## config.mk

```make
export PLATFORM = sky130hd
export DESIGN_NAME = rank_by_count_with_duplicate_check_core
export DESIGN_NICKNAME = d
export VERILOG_FILES = /design/src/rtl/rbc_pkg.sv /design/src/rtl/rank_by_count_with_duplicate_check_core.sv
export SDC_FILE = /design/constraint.sdc
export NUM_CORES = 2
export LEC_CHECK = 0
export BUFFER_PORTS_ARGS = -buffer_cell sky130_fd_sc_hd__buf_2
export CORE_ASPECT_RATIO = 1.75
export CORE_MARGIN = 5
export CORE_UTILIZATION = 54
export CTS_CLUSTER_DIAMETER = 60
export CTS_CLUSTER_SIZE = 16
export DETAILED_ROUTE_END_ITERATION = 7
export PLACE_DENSITY = 0.69
export RECOVER_POWER = 50
export SLEW_MARGIN = 10
export SYNTH_ARGS = -nofsm -noshare
export SYNTH_HDL_FRONTEND = slang
export SYNTH_SLANG_ARGS = --single-unit
```

## constraint.sdc

```tcl
create_clock -name clk -period 4.91 [get_ports clk]
set_input_delay 0.7365 -clock clk [delete_from_list [all_inputs] [get_ports clk]]
set_output_delay 0.7365 -clock clk [all_outputs]
set_load 0.02 [all_outputs]
```

## src/rtl/rbc_pkg.sv

```systemverilog
// Shared constants and types for the rank-by-count block.
package rbc_pkg;

    localparam int MAX_ITEMS = 64;
    localparam int IDX_W     = $clog2(MAX_ITEMS);
    localparam int CNT_W     = $clog2(MAX_ITEMS + 1);
    localparam int VALUE_W   = 32;
    localparam int RANK_W    = 6;
    localparam int STATUS_W  = 2;
    localparam int OUT_W     = 8;

    typedef logic [STATUS_W-1:0] status_t;

    localparam status_t ST_OK  = 2'd0;
    localparam status_t ST_DUP = 2'd1;
    localparam status_t ST_OVF = 2'd2;

    typedef enum logic [2:0] {
        S_LOAD,
        S_FETCH,
        S_KEY,
        S_CMP,
        S_CHECK,
        S_ERD,
        S_EMIT,
        S_ERR
    } state_t;

endpackage

```

## src/rtl/rank_by_count_with_duplicate_check_core.sv

```systemverilog
// Top level of the rank-by-count block with duplicate check.
//
// Input channel (s_axis): one signed 32-bit value per word in tdata, tlast
// marks the final value of a list and starts the ranking run. Values past
// the store capacity (64) are dropped and the run ends in an overflow word.
// Output channel (m_axis): one word per rank, emitted newest value first;
// tdata[5:0] is the rank (count of list values strictly smaller),
// tdata[7:6] the status (ok, duplicate, overflow); tlast marks the final
// word of a run. A duplicate or an overflow yields a single word with rank 0.
// Loading accepts words back to back while s_axis_tready is high. A run
// over N values uses the single compare unit: each value is fetched, then
// compared against all N stored values, one memory read per compare; each
// result is read from the rank memory before it enters the output register.
// s_axis_tready is low from the final word until the last result is registered.
// Reset clears the list, the overflow flag and the seen-bitmap; the value
// and rank memories need no clearing. When the receiver stalls, the output
// register holds its word and emission waits; loading of a new list may
// start while the last result of the previous run still waits.
module rank_by_count_with_duplicate_check_core
(
    input  logic                        clk,
    input  logic                        rst_n,
    input  logic                        s_axis_tvalid,
    output logic                        s_axis_tready,
    input  logic [rbc_pkg::VALUE_W-1:0] s_axis_tdata,  // [31:0] value
    input  logic                        s_axis_tlast,  // last_value
    output logic                        m_axis_tvalid,
    input  logic                        m_axis_tready,
    output logic [rbc_pkg::OUT_W-1:0]   m_axis_tdata,  // [5:0] rank, [7:6] status
    output logic                        m_axis_tlast   // last_result
);
    import rbc_pkg::*;

    // Sequencer state
    state_t state_reg, state_next;

    // List bookkeeping
    logic [CNT_W-1:0]   count_reg, count_next;
    logic               ovf_reg, ovf_next;
    logic [IDX_W-1:0]   i_reg, i_next;     // value being ranked
    logic [CNT_W-1:0]   j_reg, j_next;     // compare sweep position
    logic [RANK_W-1:0]  cnt_reg, cnt_next; // running count of smaller values
    logic [CNT_W-1:0]   k_reg, k_next;     // ranks stored so far
    logic [IDX_W-1:0]   e_reg, e_next;     // emission index
    logic [MAX_ITEMS-1:0] seen_reg, seen_next;
    status_t            err_reg, err_next;

    // Memories and their registered read data
    logic [VALUE_W-1:0] value_mem [MAX_ITEMS];
    logic [RANK_W-1:0]  rank_mem  [MAX_ITEMS];
    logic signed [VALUE_W-1:0] rd_data_reg;
    logic signed [VALUE_W-1:0] key_reg;
    logic [RANK_W-1:0]  rank_rd_reg;
    logic [IDX_W-1:0]   rd_addr;
    logic               value_wr;
    logic               rank_wr;

    // Output register
    logic               out_valid_reg;
    logic [RANK_W-1:0]  out_rank_reg;
    status_t            out_status_reg;
    logic               out_last_reg;
    logic               out_free;
    logic               out_load;
    logic [RANK_W-1:0]  out_rank_next;
    status_t            out_status_next;
    logic               out_last_next;

    // Shared compare unit and derived conditions
    logic               key_gt;
    logic               in_accept;
    logic               store_full;
    logic               rank_bad;
    logic               emit_last;

    assign in_accept  = s_axis_tvalid && s_axis_tready;
    assign store_full = (count_reg == CNT_W'(MAX_ITEMS));
    assign key_gt     = (key_reg > rd_data_reg);
    assign rank_bad   = ({1'b0, cnt_reg} >= (RANK_W + 1)'(MAX_ITEMS))
                        || seen_reg[cnt_reg[IDX_W-1:0]];
    assign emit_last  = ((CNT_W'(e_reg) + CNT_W'(1)) == k_reg);
    assign out_free   = !out_valid_reg || m_axis_tready;

    assign s_axis_tready = (state_reg == S_LOAD);
    assign m_axis_tvalid = out_valid_reg;
    assign m_axis_tdata  = {out_status_reg, out_rank_reg};
    assign m_axis_tlast  = out_last_reg;

    // Next state
    always_comb
    begin
        state_next = state_reg;
        case (state_reg)
            S_LOAD:
            begin
                if (in_accept && s_axis_tlast)
                begin
                    if (ovf_reg || store_full)
                    begin
                        state_next = S_ERR;
                    end
                    else
                    begin
                        state_next = S_FETCH;
                    end
                end
            end
            S_FETCH: state_next = S_KEY;
            S_KEY:   state_next = S_CMP;
            S_CMP:
            begin
                if (j_reg == count_reg)
                begin
                    state_next = S_CHECK;
                end
            end
            S_CHECK:
            begin
                if (rank_bad)
                begin
                    state_next = S_ERR;
                end
                else if (i_reg == '0)
                begin
                    state_next = S_ERD;
                end
                else
                begin
                    state_next = S_FETCH;
                end
            end
            S_ERD:   state_next = S_EMIT;
            S_EMIT:
            begin
                if (out_free)
                begin
                    state_next = emit_last ? S_LOAD : S_ERD;
                end
            end
            S_ERR:
            begin
                if (out_free)
                begin
                    state_next = S_LOAD;
                end
            end
            default: state_next = S_LOAD;
        endcase
    end

    // Datapath control and next values
    always_comb
    begin
        count_next      = count_reg;
        ovf_next        = ovf_reg;
        i_next          = i_reg;
        j_next          = j_reg;
        cnt_next        = cnt_reg;
        k_next          = k_reg;
        e_next          = e_reg;
        seen_next       = seen_reg;
        err_next        = err_reg;
        rd_addr         = i_reg;
        value_wr        = 1'b0;
        rank_wr         = 1'b0;
        out_load        = 1'b0;
        out_rank_next   = '0;
        out_status_next = ST_OK;
        out_last_next   = 1'b0;
        case (state_reg)
            S_LOAD:
            begin
                if (in_accept)
                begin
                    if (store_full)
                    begin
                        ovf_next = 1'b1;
                    end
                    else
                    begin
                        value_wr   = 1'b1;
                        count_next = count_reg + CNT_W'(1);
                    end
                    // Rank newest first: the word just taken sits at count_reg
                    i_next   = count_reg[IDX_W-1:0];
                    k_next   = '0;
                    err_next = ST_OVF;
                end
            end
            S_FETCH:
            begin
                rd_addr = i_reg;
            end
            S_KEY:
            begin
                rd_addr  = '0;
                j_next   = CNT_W'(1);
                cnt_next = '0;
            end
            S_CMP:
            begin
                rd_addr  = j_reg[IDX_W-1:0];
                cnt_next = cnt_reg + RANK_W'(key_gt);
                j_next   = j_reg + CNT_W'(1);
            end
            S_CHECK:
            begin
                if (rank_bad)
                begin
                    err_next = ST_DUP;
                end
                else
                begin
                    seen_next[cnt_reg[IDX_W-1:0]] = 1'b1;
                    rank_wr = 1'b1;
                    k_next  = k_reg + CNT_W'(1);
                    i_next  = i_reg - IDX_W'(1);
                    e_next  = '0;
                end
            end
            S_ERD:
            begin
                rd_addr = i_reg;
            end
            S_EMIT:
            begin
                if (out_free)
                begin
                    out_load        = 1'b1;
                    out_rank_next   = rank_rd_reg;
                    out_status_next = ST_OK;
                    out_last_next   = emit_last;
                    e_next          = e_reg + IDX_W'(1);
                    if (emit_last)
                    begin
                        count_next = '0;
                        ovf_next   = 1'b0;
                        seen_next  = '0;
                    end
                end
            end
            S_ERR:
            begin
                if (out_free)
                begin
                    out_load        = 1'b1;
                    out_rank_next   = '0;
                    out_status_next = err_reg;
                    out_last_next   = 1'b1;
                    count_next      = '0;
                    ovf_next        = 1'b0;
                    seen_next       = '0;
                end
            end
            default:
            begin
                rd_addr = i_reg;
            end
        endcase
    end

    // Control registers
    always_ff @(posedge clk or negedge rst_n)
    begin
        if (!rst_n)
        begin
            state_reg     <= S_LOAD;
            count_reg     <= '0;
            ovf_reg       <= 1'b0;
            seen_reg      <= '0;
            out_valid_reg <= 1'b0;
        end
        else
        begin
            state_reg <= state_next;
            count_reg <= count_next;
            ovf_reg   <= ovf_next;
            seen_reg  <= seen_next;
            if (out_load)
            begin
                out_valid_reg <= 1'b1;
            end
            else if (m_axis_tready)
            begin
                out_valid_reg <= 1'b0;
            end
        end
    end

    // Payload registers
    always_ff @(posedge clk)
    begin
        i_reg   <= i_next;
        j_reg   <= j_next;
        cnt_reg <= cnt_next;
        k_reg   <= k_next;
        e_reg   <= e_next;
        err_reg <= err_next;
        if (state_reg == S_KEY)
        begin
            key_reg <= rd_data_reg;
        end
        if (out_load)
        begin
            out_rank_reg   <= out_rank_next;
            out_status_reg <= out_status_next;
            out_last_reg   <= out_last_next;
        end
    end

    // Value memory: one write port, one registered read port
    always_ff @(posedge clk)
    begin
        if (value_wr)
        begin
            value_mem[count_reg[IDX_W-1:0]] <= s_axis_tdata;
        end
        rd_data_reg <= value_mem[rd_addr];
    end

    // Rank memory: written in ranking order, read back in the same order
    always_ff @(posedge clk)
    begin
        if (rank_wr)
        begin
            rank_mem[k_reg[IDX_W-1:0]] <= cnt_reg;
        end
        rank_rd_reg <= rank_mem[e_reg];
    end

endmodule

```

==> flow_summary.toml <==
[run_status]
run_status = "finished, violations left"
failing_checks = "max-capacitance violations, max-slew violations"

[route]
detailroute.wirelength.met2_mm = 143
ant_nets = 0
total_number_of_vias = 53600
dr.pass1.iters = 7
met1_wire_length_mm = 88.9
routedWlPerCell_um = 31.9
dr.max_layer_used = "met5"
drt-vias-per-instance = 6.48
initial_drc_count = 5873
wl_met3_mm = 16.9
detail_route.wirelength_mm = 264
route.detailed.drc = 0

[timing]
finalSetupTns_ns = 0
max_slew_violation_total_from_the_final_report = 2390
timing.final.setup_violations = 0
finalWorstPathRequiredPeriod_ns = 4.22
achievable-frequency_ghz = 0.237
timing.final.ws_setup_ns = 0.691
maxSlewHeadroom = -1.25
tightest_slew_ns = 3.37
hold_slack_ns = 0.0719
finalCritPeriodShare = 0.859
report.final.hold_viol_count = 0
rsz0062_at_grt = "no"
post_route_skew_ns = 0.0552

[synthesis]
synth-seq-area-share = 0.764
synth_warnings = 0
post_synth_instance_area_um2 = 102000
synth_xor_area_frac = 0.00329
syn_avg_cell_area_um2 = 18.3
ys_seq_elements = 2621
synth-edff-count = 2507
synth.mux.area_fraction = 0.114
synthFlopType = "sky130_fd_sc_hd__edfxtp_1"
synthesis.instances = 5563
synth.lib_cells_used.distinct = 83
synth_top_family_by_area = "multiplexers"
yosys.area_share.simple = 0.0634
synth_adder_area_share = 0.00491
synth_compound_area_frac = 0.0334
ys_async_sr_fraction = 0.0290
mappedNetlistNets = 5640

[worst_setup_path]
timing.critical_path.fanout_max = 27
critical_path.slowest_cell = "sky130_fd_sc_hd__clkbuf_1"
setup.worst_path.class = "flip-flop to flip-flop"
cpPeakStageDelay_ns = 0.94
cp.arrival_ns = 4.67
startpoint_type = "flip-flop"
worstPathCellList = "clkbuf_1, mux2_2, a31oi_1, nand2_1, a22o_1, nor4_2, buf_4, nand4b_2, nor2_1"
endpoint_kind = "flip-flop"
required_ns = 5.36

[cts]
cts_buffer_depth = 4
cts_htree_levels = 4
numCtsBuffers = 190
post_cts_resize_count = 0
post-cts-setup-buffer-count = 0
clock_sink_count = 2621
cts_hold_repair.buffers = 0
clockRootBuffer = "sky130_fd_sc_hd__clkbuf_16"
worst_setup_hold_path_clk_slew_ns = 0.07
cts_tree = "yes"
worstSkewPairLatency_ns = 0.86

[grt]
first_global_vias = 54100
global_route_wire_length_before_repair_mm = 380
grt_antenna_before_repair = 7
grt_use_total = 0.264
pin_count_of_the_biggest_net_entering_global_routing = 98
globalRouteOverflowTotal = 0

[floorplanning]
placementRows = 211
die-height_um = 585
die_area_um2 = 198000
chipWidth_um = 338
floorplan.initialDensity = 0.542
io_pins = 48
floorplan.core_area_um2 = 188000

[pwr]
power_density_nw_per_um2 = 544
cellLeakagePower_nw = 35.5
vdd.ir_drop.worst_uv = 642
total_power_w = 0.0607

[finish]
largest_register_ff_count = 2048
num-fill-cells = 13400
final_nets = 5800
finish.utilization = 0.593
share_of_post_route_cells_with_drive_strength_above_1 = 0.173
multiInputGateArea_um2 = 22900
areaGrowthSynthToFinish_pct = 9.53
regArea_um2 = 77900

[flow_run]
cap_violations = 37

[hold_path]
worstHoldPathType = "input pin to async pin"

[placed_design]
place.detailed.hpwl_mm = 164
place.gp.congestion = 0.875
pre_cts_slack_ns = 0.735
buffer_ports.inserted = 47
## layer usage
metal | GRT usage | up-vias
li1 | - | 22400
met1 | 0.310 | 28000
met2 | 0.487 | 2584
met3 | 0.0312 | 569
met4 | 0.120 | 2
met5 | 0 | -
## where the power goes
part | leakage, nW | internal, W | total (W) | switching [W]
registers | 23.9 | 0.0260 | 0.0269 | 0.000874
logic | 9.10 | 0.00741 | 0.0195 | 0.0121
clock network | 2.51 | 0.00718 | 0.0144 | 0.00720
total | 35.5 | 0.0406 | 0.0607 | 0.0201
## layout by cell type (no fill, tap or decap), drive strengths merged, types with 9 or more instances in the layout
cell type  count
dfrtp         76
o211ai        11
nand3b        16
inv           62
clkbuf       327
o21ai         98
buf          217
a311oi        11
a22oi        128
dfxtp         38
mux4         463
a211oi        17
a22o          16
mux2           9
nand3        308
o2111ai       79
ha            40
nor2         206
nand2        735
nand2b        13
and2          12
a21oi         35
or3           26
a31oi         28
xor2          16
edfxtp      2507
and3          36
nand4         39
xnor2         17
mux2i        105
nor3          22
## cell type report
| type | count | share of cell area |
|---|---|---|
| timing repair buffer | 273 | 0.0206 |
| multi-input combinational | 2576 | 0.205 |
| inverter | 61 | 0.00207 |
| tap | 2449 | 0.0274 |
| clock buffer | 271 | 0.0457 |
| clock inverter | 9 | 0.000908 |
| sequential | 2621 | 0.698 |
| antenna | 2 | 0.0000448 |
## synth_stat cells, types with 12 or more instances
cell type                   instances  area share
sky130_fd_sc_hd__edfxtp_1        2507        0.74
sky130_fd_sc_hd__nand2_1          735       0.027
sky130_fd_sc_hd__mux4_2           463        0.10
sky130_fd_sc_hd__nand3_1          306       0.015
sky130_fd_sc_hd__nor2_1           204      0.0075
sky130_fd_sc_hd__clkbuf_1         133      0.0049
sky130_fd_sc_hd__a22oi_1          128      0.0094
sky130_fd_sc_hd__mux2i_1          104       0.010
sky130_fd_sc_hd__buf_2             96      0.0047
sky130_fd_sc_hd__o21ai_0           87      0.0043
sky130_fd_sc_hd__o2111ai_1         79      0.0068
sky130_fd_sc_hd__dfrtp_1           76       0.019
sky130_fd_sc_hd__inv_1             55      0.0020
sky130_fd_sc_hd__ha_1              40      0.0049
sky130_fd_sc_hd__nand4_1           39      0.0024
sky130_fd_sc_hd__dfxtp_1           38      0.0075
sky130_fd_sc_hd__buf_1             37      0.0014
sky130_fd_sc_hd__and3_1            36      0.0022
sky130_fd_sc_hd__a21oi_1           33      0.0016
sky130_fd_sc_hd__a31oi_1           28      0.0017
sky130_fd_sc_hd__or3_1             26      0.0016
sky130_fd_sc_hd__buf_4             20      0.0015
sky130_fd_sc_hd__nor3_1            20     0.00098
sky130_fd_sc_hd__a211oi_1          17      0.0013
sky130_fd_sc_hd__buf_6             17      0.0019
sky130_fd_sc_hd__xnor2_1           17      0.0015
sky130_fd_sc_hd__a22o_1            16      0.0014
sky130_fd_sc_hd__nand3b_1          16      0.0012
sky130_fd_sc_hd__xor2_1            16      0.0014
sky130_fd_sc_hd__nand2b_1          13     0.00080
sky130_fd_sc_hd__and2_1            12     0.00074
## logic make-up (layout without fill, tap and decap cells)
kind of cell             after synthesis  in the layout
AND/OR/NAND/NOR                     1453           1453
AO/OA/AOI/OAI                        471            471
buffers and inverters                366            614
XOR/XNOR                              35             35
multiplexers                         577            577
adder cells (fa/ha/maj)               40             40
flip-flops                          2621           2621
other                                  0              2
## per-stage QoR
stage	cells	cell area, um^2
floorplan	5563	102000
global placement	7980	107000
detailed placement	7980	107000
CTS	8260	112000
global route	8262	112000
finish	8262	112000
## worst paths after layout
kind	slack, ns	startpoint	depth (start not counted)	to
worst max-delay path	0.69	cnt_reg[2]	9	rank_mem[46][4]
max in group asynchronous	4.12	rst_n	1	seen_reg[11]
worst min register to register	0.44	rd_data_reg[23]	0	key_reg[23]
worst min-delay path	0.07	rst_n	1	count_reg[2]
worst max register to register	0.69	cnt_reg[2]	9	rank_mem[46][4]
min in group clk	0.25	m_axis_tready	3	m_axis_tvalid
## worst max-delay path: cells and delay by family (launching register included)
kind            cells  cell delay [ns]
simple gates        4             1.34
compound gates      2             0.48
mux                 1             0.45
flops               1             0.35
buf+inv             2             1.18
Note: power is estimated with default switching activity, not from simulation.
